### config.mk
export PLATFORM = sky130hd
export DESIGN_NAME = lgft_cfg_regs
export DESIGN_NICKNAME = d
export VERILOG_FILES = /design/src/hdl/assert_macros.svh /design/src/hdl/lgft_pkg.sv /design/src/hdl/lgft_cfg_regs.sv
export SDC_FILE = /design/constraint.sdc
export NUM_CORES = 1
export LEC_CHECK = 0
export BUFFER_PORTS_ARGS = -buffer_cell sky130_fd_sc_hd__buf_2
export CAP_MARGIN = 20
export CORE_MARGIN = 1.5
export CORE_UTILIZATION = 35
export DETAILED_ROUTE_END_ITERATION = 10
export GPL_TIMING_DRIVEN = 0
export PLACE_DENSITY_LB_ADDON = 0.1
export REMOVE_ABC_BUFFERS = 1
export SLEW_MARGIN = 20
export SYNTH_ARGS = -nofsm -noshare
export SYNTH_HDL_FRONTEND = slang
export SYNTH_SLANG_ARGS = --single-unit
### constraint.sdc
create_clock -name clk -period 0.8 [get_ports clk]
set_input_delay 0.12 -clock clk [delete_from_list [all_inputs] [get_ports clk]]
set_output_delay 0.12 -clock clk [all_outputs]
set_load 0.1 [all_outputs]
### src/hdl/assert_macros.svh
// Assertion macros used by the RTL.
`ifndef ASSERT_MACROS_SVH
`define ASSERT_MACROS_SVH
// label: antecedent implies consequent on the same edge
`define ASSERT_IMPL(label, clk, rst_n, ante, cons, msg) \
	label: assert property (@(posedge clk) disable iff (!rst_n) (ante) |-> (cons)) \
		else $error(msg);
// label: antecedent implies consequent on the next edge
`define ASSERT_NEXT(label, clk, rst_n, ante, cons, msg) \
	label: assert property (@(posedge clk) disable iff (!rst_n) (ante) |=> (cons)) \
		else $error(msg);
`endif

### src/hdl/lgft_pkg.sv
// ----------------------------------------------------------------------------
// lgft_pkg
// Types, codes and helpers for the fading-trail life grid.
// ----------------------------------------------------------------------------
package lgft_pkg;
	localparam int GRID_WIDTH_DEF  = 64;
	localparam int GRID_HEIGHT_DEF = 64;

	localparam logic [1:0] OP_WRITE = 2'd0;
	localparam logic [1:0] OP_GEN   = 2'd1;
	localparam logic [1:0] OP_READ  = 2'd2;

	localparam logic [2:0] CFG_ALIVE_COLOR  = 3'd0;
	localparam logic [2:0] CFG_FADE_ENABLED = 3'd1;
	localparam logic [2:0] CFG_DYING_DROP   = 3'd2;
	localparam logic [2:0] CFG_FADE_DROP    = 3'd3;
	localparam logic [2:0] CFG_TRAIL_LENGTH = 3'd4;

	localparam logic [2:0] STATE_ALIVE = 3'd4;

	typedef struct packed {
		logic [23:0] alive_color;
		logic        fade_enabled;
		logic [7:0]  dying_drop;
		logic [7:0]  fade_drop;
		logic [1:0]  trail_length;
	} cfg_t;

	function automatic logic [23:0] sub_channels(input logic [23:0] color,
		input logic [7:0] drop);
		logic [23:0] r;
		r = '0;
		for (int k = 0; k < 3; k++) begin
			r[k*8 +: 8] = (color[k*8 +: 8] > drop) ? color[k*8 +: 8] - drop : 8'd0;
		end
		return r;
	endfunction
endpackage

### src/hdl/lgft_cfg_regs.sv
// ----------------------------------------------------------------------------
// lgft_cfg_regs
// Configuration register file.
// ----------------------------------------------------------------------------
module lgft_cfg_regs (
	input  logic                clk,
	input  logic                arst_n,
	input  logic                cfg_valid,
	output logic                cfg_ready,
	input  logic [2:0]          cfg_index,
	input  logic [23:0]         cfg_data,
	output lgft_pkg::cfg_t      cfg
);
	lgft_pkg::cfg_t cfg_q;
	assign cfg_ready = 1'b1;
	assign cfg = cfg_q;

	always_ff @(posedge clk or negedge arst_n) begin
		if (!arst_n) begin
			cfg_q.alive_color  <= 24'hFFFFFF;
			cfg_q.fade_enabled <= 1'b0;
			cfg_q.dying_drop   <= 8'd180;
			cfg_q.fade_drop    <= 8'd25;
			cfg_q.trail_length <= 2'd3;
		end else if (cfg_valid) begin
			unique case (cfg_index)
				lgft_pkg::CFG_ALIVE_COLOR:  cfg_q.alive_color  <= cfg_data;
				lgft_pkg::CFG_FADE_ENABLED: cfg_q.fade_enabled <= cfg_data[0];
				lgft_pkg::CFG_DYING_DROP:   cfg_q.dying_drop   <= cfg_data[7:0];
				lgft_pkg::CFG_FADE_DROP:    cfg_q.fade_drop    <= cfg_data[7:0];
				lgft_pkg::CFG_TRAIL_LENGTH: cfg_q.trail_length <= cfg_data[1:0];
				default: ;
			endcase
		end
	end
endmodule

* Word-level counts from Yosys, hierarchy flattened
Index checks and enable logic that the tools add are counted.
** Storage, ports and cells
- Register bits after elaboration :: 43
- Latch bits :: 0
- RAM bits :: 0
- Bits in read-only memories :: 0
- Input bits :: 30
- Output and inout port bits :: 44
- Word-level logic and storage cells :: 15
- Memories kept :: 0
** Operators by class
- Add/subtract/negate cells :: 0
- $mul :: 0
- Div/mod/pow operators :: 0
- $lt $le $gt $ge :: 0
- Equality and inequality tests :: 4
- Shifts and indexed selects :: 0
- Mux-type cells :: 0
- Bitwise operators :: 0
- Reductions and logical operators :: 6
** Operators by type and width (number)
- $reduce_and 2->1 :: 5
- $eq 3x2->1 const B :: 2
- $eq 3x1->1 const B :: 1
- $eq 3x3->1 const B :: 1
- $logic_not 3->1 :: 1

* Longest topological paths before layout
Gate-level depths: netlist of run 1.
- Word-level depth :: 2
- Depth in mapped cells :: 3
- Gate-level depth less buffers :: 2

* Least setup slack after synthesis of run 1
Ideal clock, no wire load.
- Kind :: register to register
- Start :: register, netlist name cfg[3]
- End :: register cfg_q (netlist bit cfg[3])
- Setup time :: 0.126 ns
- Arrival :: 1.134 ns
- Required time :: 0.674 ns
- Setup slack :: -0.460 ns
- Stages on the path, launching flop included :: 2
- Path buffers :: 0
- Clock period less this slack :: 1.260 ns
- Cell sequence :: dfrtp_1 -> mux2_2
** RTL lines
- end, declared :: RTL line lgft_cfg_regs.sv:14 : lgft_pkg::cfg_t cfg_q;

* Worst setup path after layout of run 1
- Start :: register cfg_q (netlist bit cfg[31])
- End :: output port cfg[31] (netlist bit)
** RTL lines
- end, declared :: RTL line lgft_cfg_regs.sv:12 : output lgft_pkg::cfg_t cfg
No word-level cell between the ends.

==> impl_metrics.tcl, run 1 <==
set metrics [dict create \
    drc_errors 0 \
    wl_per_cell_um 17.06 \
    slowest_stage "dfstp_2" \
    layout.cells.non_filler 263 \
    fin_util_pct 70.38 \
    drt_iter0_markers 33 \
    worst_ep_arrival_time_ns 1.05 \
    start_util_pct 36.11 \
    die_h_um 72.81 \
    reg2reg_from "cfg[11]" \
    p_leak_nw 1.504 \
    fp.dieW_um 72.81 \
    rsz0062_at_grt "yes" \
    p_seq_share_pct 29.7 \
    hold_viol_final 10 \
    synth_cells 96 \
    grt_pass1_vias 1415 \
    status "finished, violations left" \
    syn_to_final_growth_pct 94.94 \
    drive_gt1_share_pct 93.88 \
    r2r_cells 2 \
    dieArea_mm2 0.005301 \
    p_total_mw 11.74 \
    cp_num_buf_inv 1 \
    max-clock-path-buffers 2 \
    clock_sinks 43 \
    ys_seq_area_share_pct 65.52 \
    synth-seq-cells 43 \
    yosys.area.top_type_share_pct 50.84 \
    synth_warnings 0 \
    power.switching_mw 5.469 \
    synth_top_flop_cell "dfstp_2" \
    cts-buffers-inserted 5 \
    rows 25 \
    intPower_mw 6.276 \
    synth_common_cells "mux2_2 (42), dfstp_2 (33), dfrtp_1 (10)" \
    io_buffers 72 \
    io_pins 74 \
    dp.cells 233 \
    post-place-ws_ns -0.6787 \
    antenna_left 0 \
    worst_pin_slew_ns 0.9374 \
    peakVddDrop_mv 1.917 \
    fin_nets 225 \
    n_antenna_cell 0 \
    globalRouteOverflowTotal 0 \
    max_stage_delay_ns 0.57 \
    r2r_slack_ns -0.13 \
    cp.depth 1 \
    grt_pass1_wl_mm 7.314 \
    vias_per_cell 4.612 \
    clk_pin_slew_ns 0.08 \
    async_flop_share_pct 100.0 \
    pwr_density_cell_mw_per_mm2 3533 \
    holdWs_ns -0.04095 \
    syn_area_mm2 0.001705 \
    largest_register_ffs 43 \
    period_needed_ns 1.167 \
    synth_edf_count 0 \
    clk_latency_ns 0.29 \
    cp_top_family "flip-flops" \
    sw_frac_of_total_pct 46.56 \
    antenna_found_initial 0 \
    vias 1213 \
    synth_largest_area_cell "dfstp_2" \
    crit_chain "buf_12" \
    grt_max_degree 44 \
    track_usage_pct 18.54 \
    h-tree-depth 2 \
    hp-class "in2async" \
    crit_fanout 2 \
    setup_viol 79 \
    violations "negative hold slack, negative setup slack" \
    fp.coreArea_mm2 0.004723 \
    syn_area_per_cell_um2 17.76 \
    critPathKind "reg2out" \
    critPathLaunch "cfg[31]" \
    firstDrtPassIters 3 \
    endpoint "cfg[31]" \
    drv_slew 0 \
    netlist_top_cells_area "dfstp_2 (51%), mux2_2 (28%), dfrtp_1 (15%)" \
    critPathLaunchType "flip-flop" \
    synthDistinctLibCells 12 \
    relSlewSlack_pct 37.50 \
    cts-root-buf "clkbuf_8" \
    power.share.clock_pct 11.3 \
    routed_wl_mm 4.487 \
    end_kind "output pin" \
    place_congestion 0.7261 \
    dp_hpwl_mm 2.441 \
    skew_ns 0 \
    setup_slack_ns -0.3670 \
    min_period_over_period_pct 145.9 \
    synth.most_common_cell "mux2_2" \
    drv.max_cap_violation_count 0 \
    combPwrFrac_pct 59.0 \
    fmax_ghz 0.8569 \
    crit_required_ns 0.68 \
    rr_endpoint "cfg[11]" \
    cts_tree "built" \
]
==> logic make-up (layout without fill, tap and decap cells) <==
logic type	Yosys count	in the layout	synth area share, %
buf+inv	4	104	2.054
flops	43	43	65.52
mux	43	43	28.39
other cells	1	1	0.2199
simple gates	5	5	3.815
==> through the flow <==
step / instance area, um2 / setup TNS [ns]
after floorplan: 1670 / -35.00
after global routing: 3324 / -21.50
after global placement: 2115 / -56.91
after detailed placement: 2152 / -34.24
after CTS: 3233 / -18.46
final: 3324 / -19.02
==> cell type report <==
type | instances | area, um2
multi-input combinational | 49 | 705.7
clock buffer | 5 | 68.82
sequential | 43 | 1117
clock inverter | 3 | 15.01
timing repair buffer | 96 | 1334
fill | 302 | 1399
tap | 67 | 83.83
==> metal layers <==
metal	GRT usage (%)	share of wire, %	up-vias
met1	23.17	41	625
met3	5.249	4.7	6
met2	31.50	53	44
met4	5.031	1.2	0
met5	0	0	-
li1	-	-	538
==> layout by cell type (no fill, tap or decap) <==
cell and n:
nand4b_1 1, clkbuf_8 5, buf_2 26, clkinv_2 3, and4bb_2 1, nor4bb_4 1
dfrtp_1 10, mux2_4 35, nor4b_4 1, mux2_2 8, buf_6 8, conb_1 1
dfstp_2 33, buf_4 9, buf_12 50, nor4bb_2 1, buf_8 3
==> worst min-delay path by stage <==
stage                start       to  slack [ns]  cells after the start
CTS                 arst_n   cfg[4]       -0.01                      1
global route        arst_n   cfg[4]        0.02                      1
global placement    arst_n   cfg[4]        0.29                      1
detailed placement  arst_n   cfg[4]        0.32                      1
floorplan           arst_n  cfg[10]       -0.18                      0
finish              arst_n   cfg[4]       -0.04                      1
==> timing repair <==
action / 4_1_cts / 5_1_grt
setup endpoints to repair: 83 / 83
gates resized for setup: 224 / 9
pin swaps: 2 / 1
endpoints found under the hold margin: 8 / 0
buffers inserted: 11 / 11
cloned: 2 / 0
==> power by group through the flow <==
stage | Combinational, mW | Sequential, mW | Clock, mW
6_report | 6.93 | 3.49 | 1.32
5_1_grt | 7.10 | 3.55 | 1.47
4_1_cts | 6.72 | 3.48 | 1.37
3_5_place_dp | 4.84 | 3.18 | 0
3_3_place_gp | 4.79 | 3.14 | 0
2_1_floorplan | 0.490 | 6.86 | 0
Note: power is estimated with default switching activity, not from simulation.
==> run 2, diff against run 1 <==
Settings changed: SKIP_LAST_GASP set to 1.
==> run 2 against run 1 <==
  * The run still ends with negative hold slack, negative setup slack left
  * Hold slack got worse by 0.0037 ns
  * Sequential power barely moved
  * Maximum frequency is essentially flat
  * Critical endpoint unchanged
  * Largest power group unchanged
==> impl_metrics.tcl, run 2 (synthesized netlist as in run 1, its figures left out) <==
set metrics [dict create \
    status "finished, violations left" \
    violations "negative hold slack, negative setup slack" \
    p_leak_nw 1.500 \
    drv.max_cap_violation_count 0 \
    critPathKind "reg2out" \
    worst_pin_slew_ns 0.9354 \
    fin_nets 225 \
    period_needed_ns 1.166 \
    max_stage_delay_ns 0.57 \
    intPower_mw 6.271 \
    cts_tree "built" \
    end_kind "output pin" \
    setup_slack_ns -0.3662 \
    crit_chain "buf_12" \
    fmax_ghz 0.8575 \
    routed_wl_mm 4.474 \
    max-clock-path-buffers 2 \
    clock_sinks 43 \
    cp_num_buf_inv 1 \
    final_common_cell "buf_12" \
    vias_per_cell 4.627 \
    hp-class "in2async" \
    h-tree-depth 2 \
    track_usage_pct 18.40 \
    worst_ep_arrival_time_ns 1.05 \
    cp_top_family "flip-flops" \
    antenna_left 0 \
    antenna_found_initial 0 \
    slowest_stage "dfstp_2" \
    dp_hpwl_mm 2.441 \
    crit_fanout 2 \
    grt_max_degree 44 \
    drt_iter0_markers 33 \
    sw_frac_of_total_pct 46.60 \
    dieArea_mm2 0.005301 \
    cts-root-buf "clkbuf_8" \
    die_h_um 72.81 \
    grt_pass1_vias 1421 \
    r2r_slack_ns -0.13 \
    holdWs_ns -0.04463 \
    layout.cells.non_filler 263 \
    globalRouteOverflowTotal 0 \
    drv_slew 0 \
    place_area_mm2 0.002152 \
    peakVddDrop_mv 1.917 \
    layout_common_cells "buf_12 (49), mux2_4 (35), dfstp_2 (33)" \
    firstDrtPassIters 3 \
    drive_gt1_share_pct 93.88 \
    tns_ns -18.91 \
    clk_pin_slew_ns 0.08 \
    io_buffers 72 \
    crit_required_ns 0.68 \
    place_congestion 0.7261 \
    critPathLaunchType "flip-flop" \
    rsz0062_at_grt "yes" \
    start_util_pct 36.11 \
    power.switching_mw 5.473 \
    relSlewSlack_pct 37.64 \
    largest_register_ffs 43 \
    min_period_over_period_pct 145.8 \
    fp.dieW_um 72.81 \
    syn_to_final_growth_pct 94.42 \
    postLayoutCellArea_mm2 0.003316 \
    rows 25 \
    hold_viol_final 10 \
    n_antenna_cell 0 \
    setup_viol 79 \
    drc_errors 0 \
    skew_ns 0 \
    combPwrFrac_pct 58.9 \
    io_pins 74 \
    dp.cells 233 \
    wl_per_cell_um 17.01 \
    grt_pass1_wl_mm 7.251 \
    pwr_density_cell_mw_per_mm2 3542 \
    clk_latency_ns 0.29 \
    p_seq_share_pct 29.7 \
    fp.coreArea_mm2 0.004723 \
    power.share.clock_pct 11.3 \
    cts-buffers-inserted 5 \
    vias 1217 \
]
==> run 2: cell counts in the layout (fill, tap and decap cells not counted) <==
Identical to the previous run, type by type.
==> run 2: path summary, 6_finish.rpt <==
kind                              startpoint  depth (start not counted)      end
worst min register to register       cfg[13]                          1  cfg[13]
worst min-delay path                  arst_n                          1   cfg[4]
worst max register to register       cfg[11]                          2  cfg[11]
max in group asynchronous             arst_n                          1  cfg[13]
worst max-delay path                 cfg[31]                          1  cfg[31]
min in group clk                cfg_data[10]                          2  cfg[29]
==> run 2: metal layers <==
layer  wire length (um)  part of all wire, %  vias up  track usage (%)
met2               2379                   53       46            30.99
li1                   -                    -      539                -
met3                212                  4.7        8            5.387
met5                  0                    0        -                0
met4                 76                  1.7        0            6.499
met1               1805                   40      624            22.46
==> run 2: area by class of cell <==
class / count / area, um2
Fill cell: 302 / 1408
Timing Repair Buffer: 96 / 1325
Sequential cell: 43 / 1117
Multi-Input combinational cell: 49 / 705.7
Tap cell: 67 / 83.83
Clock buffer: 5 / 68.82
Clock inverter: 3 / 15.01
==> run 2: repair_timing <==
item                                   CTS  global route
endpoints found under the hold margin    8             0
gates cloned                             2             0
gates resized for setup                217            17
pin swaps                                2             2
setup endpoints to repair               83            84
setup buffers                           11            11
==> run 2: power by group through the flow <==
stage / Combinational (mW) / Clock [mW] / Sequential, mW
5_1_grt: 7.09 / 1.48 / 3.55
6_report: 6.92 / 1.33 / 3.49
3_3_place_gp: 4.79 / 0 / 3.14
4_1_cts: 6.67 / 1.37 / 3.47
2_1_floorplan: 0.490 / 0 / 6.86
3_5_place_dp: 4.84 / 0 / 3.18
==> run 2: through the flow <==
step	setup slack [ns]	total power, mW	util, %
global placement	-1.526	7.933	44.77
detailed placement	-0.6787	8.017	45.56
floorplan	-0.7571	7.352	-
finish	-0.3662	11.74	70.20
global route	-0.3971	12.12	70.20
CTS	-0.3680	11.52	67.84
==> run 3, diff against run 2 <==
Settings changed: PLACE_DENSITY set to 0.59, PLACE_DENSITY_LB_ADDON 0.1 to not set.
==> run 3 against run 2 <==
  * The run still ends with negative hold slack, negative setup slack left
  * Die area did not move
  * Core utilization fell by 1.8 points
  * Design area decreased by 2.6%
  * Global-route usage is 1.1 points lower
  * Final cell count shrank 1.9%
  * Hold slack gained 0.0039 ns
  * Critical path type unchanged
==> impl_metrics.tcl, run 3 (synthesized netlist as in run 1, its figures left out) <==
set metrics [dict create \
    status "finished, violations left" \
    violations "negative hold slack, negative setup slack" \
    relSlewSlack_pct 39.41 \
    vias_per_cell 4.651 \
    hold_viol_final 10 \
    crit_required_ns 0.68 \
    largest_register_ffs 43 \
    cts_tree "built" \
    drive_gt1_share_pct 92.15 \
    drc_errors 0 \
    layout.cells.non_filler 258 \
    pwr_density_cell_mw_per_mm2 3616 \
    routed_wl_mm 4.793 \
    crit_chain "buf_12" \
    p_leak_nw 1.462 \
    wl_per_cell_um 18.58 \
    cts-root-buf "clkbuf_8" \
    power.share.clock_pct 11.2 \
    place_congestion 0.7024 \
    cts-buffers-inserted 5 \
    clock_sinks 43 \
    skew_ns 0 \
    vias 1200 \
    combPwrFrac_pct 58.8 \
    globalRouteOverflowTotal 0 \
    max_stage_delay_ns 0.57 \
    hp-class "in2async" \
    grt_pass1_vias 1298 \
    clk_latency_ns 0.28 \
    power.switching_mw 5.453 \
    antenna_found_initial 0 \
    fin_util_pct 68.40 \
    intPower_mw 6.229 \
    drv_slew 0 \
    cp_num_buf_inv 1 \
    sw_frac_of_total_pct 46.68 \
    rows 25 \
    final_common_cell "buf_12" \
    rr_endpoint "cfg[10]" \
    layout_common_cells "buf_12 (46), mux2_4 (34), dfstp_2 (33)" \
    cp_top_family "flip-flops" \
    drt_iter0_markers 37 \
    nFillCells 294 \
    peakVddDrop_mv 1.973 \
    firstDrtPassIters 4 \
    drv.max_cap_violation_count 0 \
    fp.dieW_um 72.81 \
    antenna_left 0 \
    io_pins 74 \
    start_util_pct 36.11 \
    reg2reg_from "cfg[10]" \
    n_antenna_cell 0 \
    dp.cells 234 \
    worst_ep_arrival_time_ns 1.04 \
    syn_to_final_growth_pct 89.44 \
    min_period_over_period_pct 144.6 \
    critPathLaunchType "flip-flop" \
    fmax_ghz 0.8645 \
    h-tree-depth 2 \
    dieArea_mm2 0.005301 \
    worst_pin_slew_ns 0.9088 \
    rsz0062_at_grt "yes" \
    dp_hpwl_mm 2.393 \
    track_usage_pct 17.31 \
    p_total_mw 11.68 \
    die_h_um 72.81 \
    setup_viol 84 \
    clk_pin_slew_ns 0.08 \
    slowest_stage "dfstp_2" \
    setup_slack_ns -0.3567 \
    critPathKind "reg2out" \
    max-clock-path-buffers 2 \
    r2r_cells 2 \
    end_kind "output pin" \
    holdWs_ns -0.04073 \
    grt_pass1_wl_mm 6.762 \
    fp.coreArea_mm2 0.004723 \
    r2r_slack_ns -0.15 \
    crit_fanout 2 \
    io_buffers 72 \
    p_seq_share_pct 30.0 \
    grt_max_degree 44 \
    fin_nets 220 \
    period_needed_ns 1.157 \
]
## run 3: changes by cell type in the layout (fill, tap and decap cells not counted)
cell      previous run  this run
clkbuf_1             0         3
buf_12              49        46
mux2_2               8         9
clkinv_2             3         0
buf_4                9        10
buf_6                9         6
mux2_4              35        34
nor4bb_4             1         2
nor4bb_2             1         0
## run 3: what timing repair did
action / in CTS / in global routing
hold endpoints to repair: 3 / 0
setup endpoints to repair: 83 / 81
pin swaps: 1 / 2
resized for setup: 193 / 39
gates cloned: 2 / 0
buffers inserted: 8 / 10
## run 3: layer usage
layer | vias up | global-route usage [%] | share of wire [%]
li1 | 530 | - | -
met1 | 600 | 19.89 | 36
met2 | 59 | 31.50 | 55
met5 | - | 0 | 0
met3 | 11 | 4.972 | 5.7
met4 | 0 | 4.403 | 2.7
## run 3: power by group through the flow
stage / logic [mW] / registers [mW] / clock network (mW)
after floorplan: 0.490 / 6.86 / 0
after global placement: 4.78 / 3.15 / 0
after detailed placement: 4.83 / 3.17 / 0
after CTS: 6.47 / 3.46 / 1.35
after global routing: 7.01 / 3.57 / 1.46
final: 6.86 / 3.51 / 1.31
## run 3: worst max-delay path by stage
| stage | slack (ns) | cells past startpoint | end | start |
|---|---|---|---|---|
| 6_report | -0.36 | 1 | cfg[42] | cfg[42] |
| 5_1_grt | -0.39 | 1 | cfg[31] | cfg[31] |
| 4_1_cts | -0.36 | 1 | cfg[31] | cfg[31] |
| 3_5_place_dp | -0.77 | 4 | cfg[16] | cfg_index[0] |
| 3_3_place_gp | -1.47 | 3 | cfg[13] | cfg_index[0] |
| 2_1_floorplan | -0.76 | 2 | cfg[10] | cfg_valid |
## run 3: final cells by class
cell class	instances	area [um2]	share of cell area, %
repair buffers	91	1239	38.34
multi-input cells	49	710.7	22.00
well taps	67	83.83	2.595
clock buffers	8	80.08	2.479
flip-flops and latches	43	1117	34.59
## run 3: stage by stage
step                instance area (um2)  hold slack, ns  setup slack (ns)  TNS, ns
floorplan                          1670         -0.1756           -0.7571   -35.00
global placement                   2115          0.2772            -1.471   -55.07
detailed placement                 2143          0.3164           -0.7709   -34.30
CTS                                3078       -0.001296           -0.3597   -19.70
global route                       3231         0.04096           -0.3878   -20.57
finish                             3231        -0.04073           -0.3567   -18.44
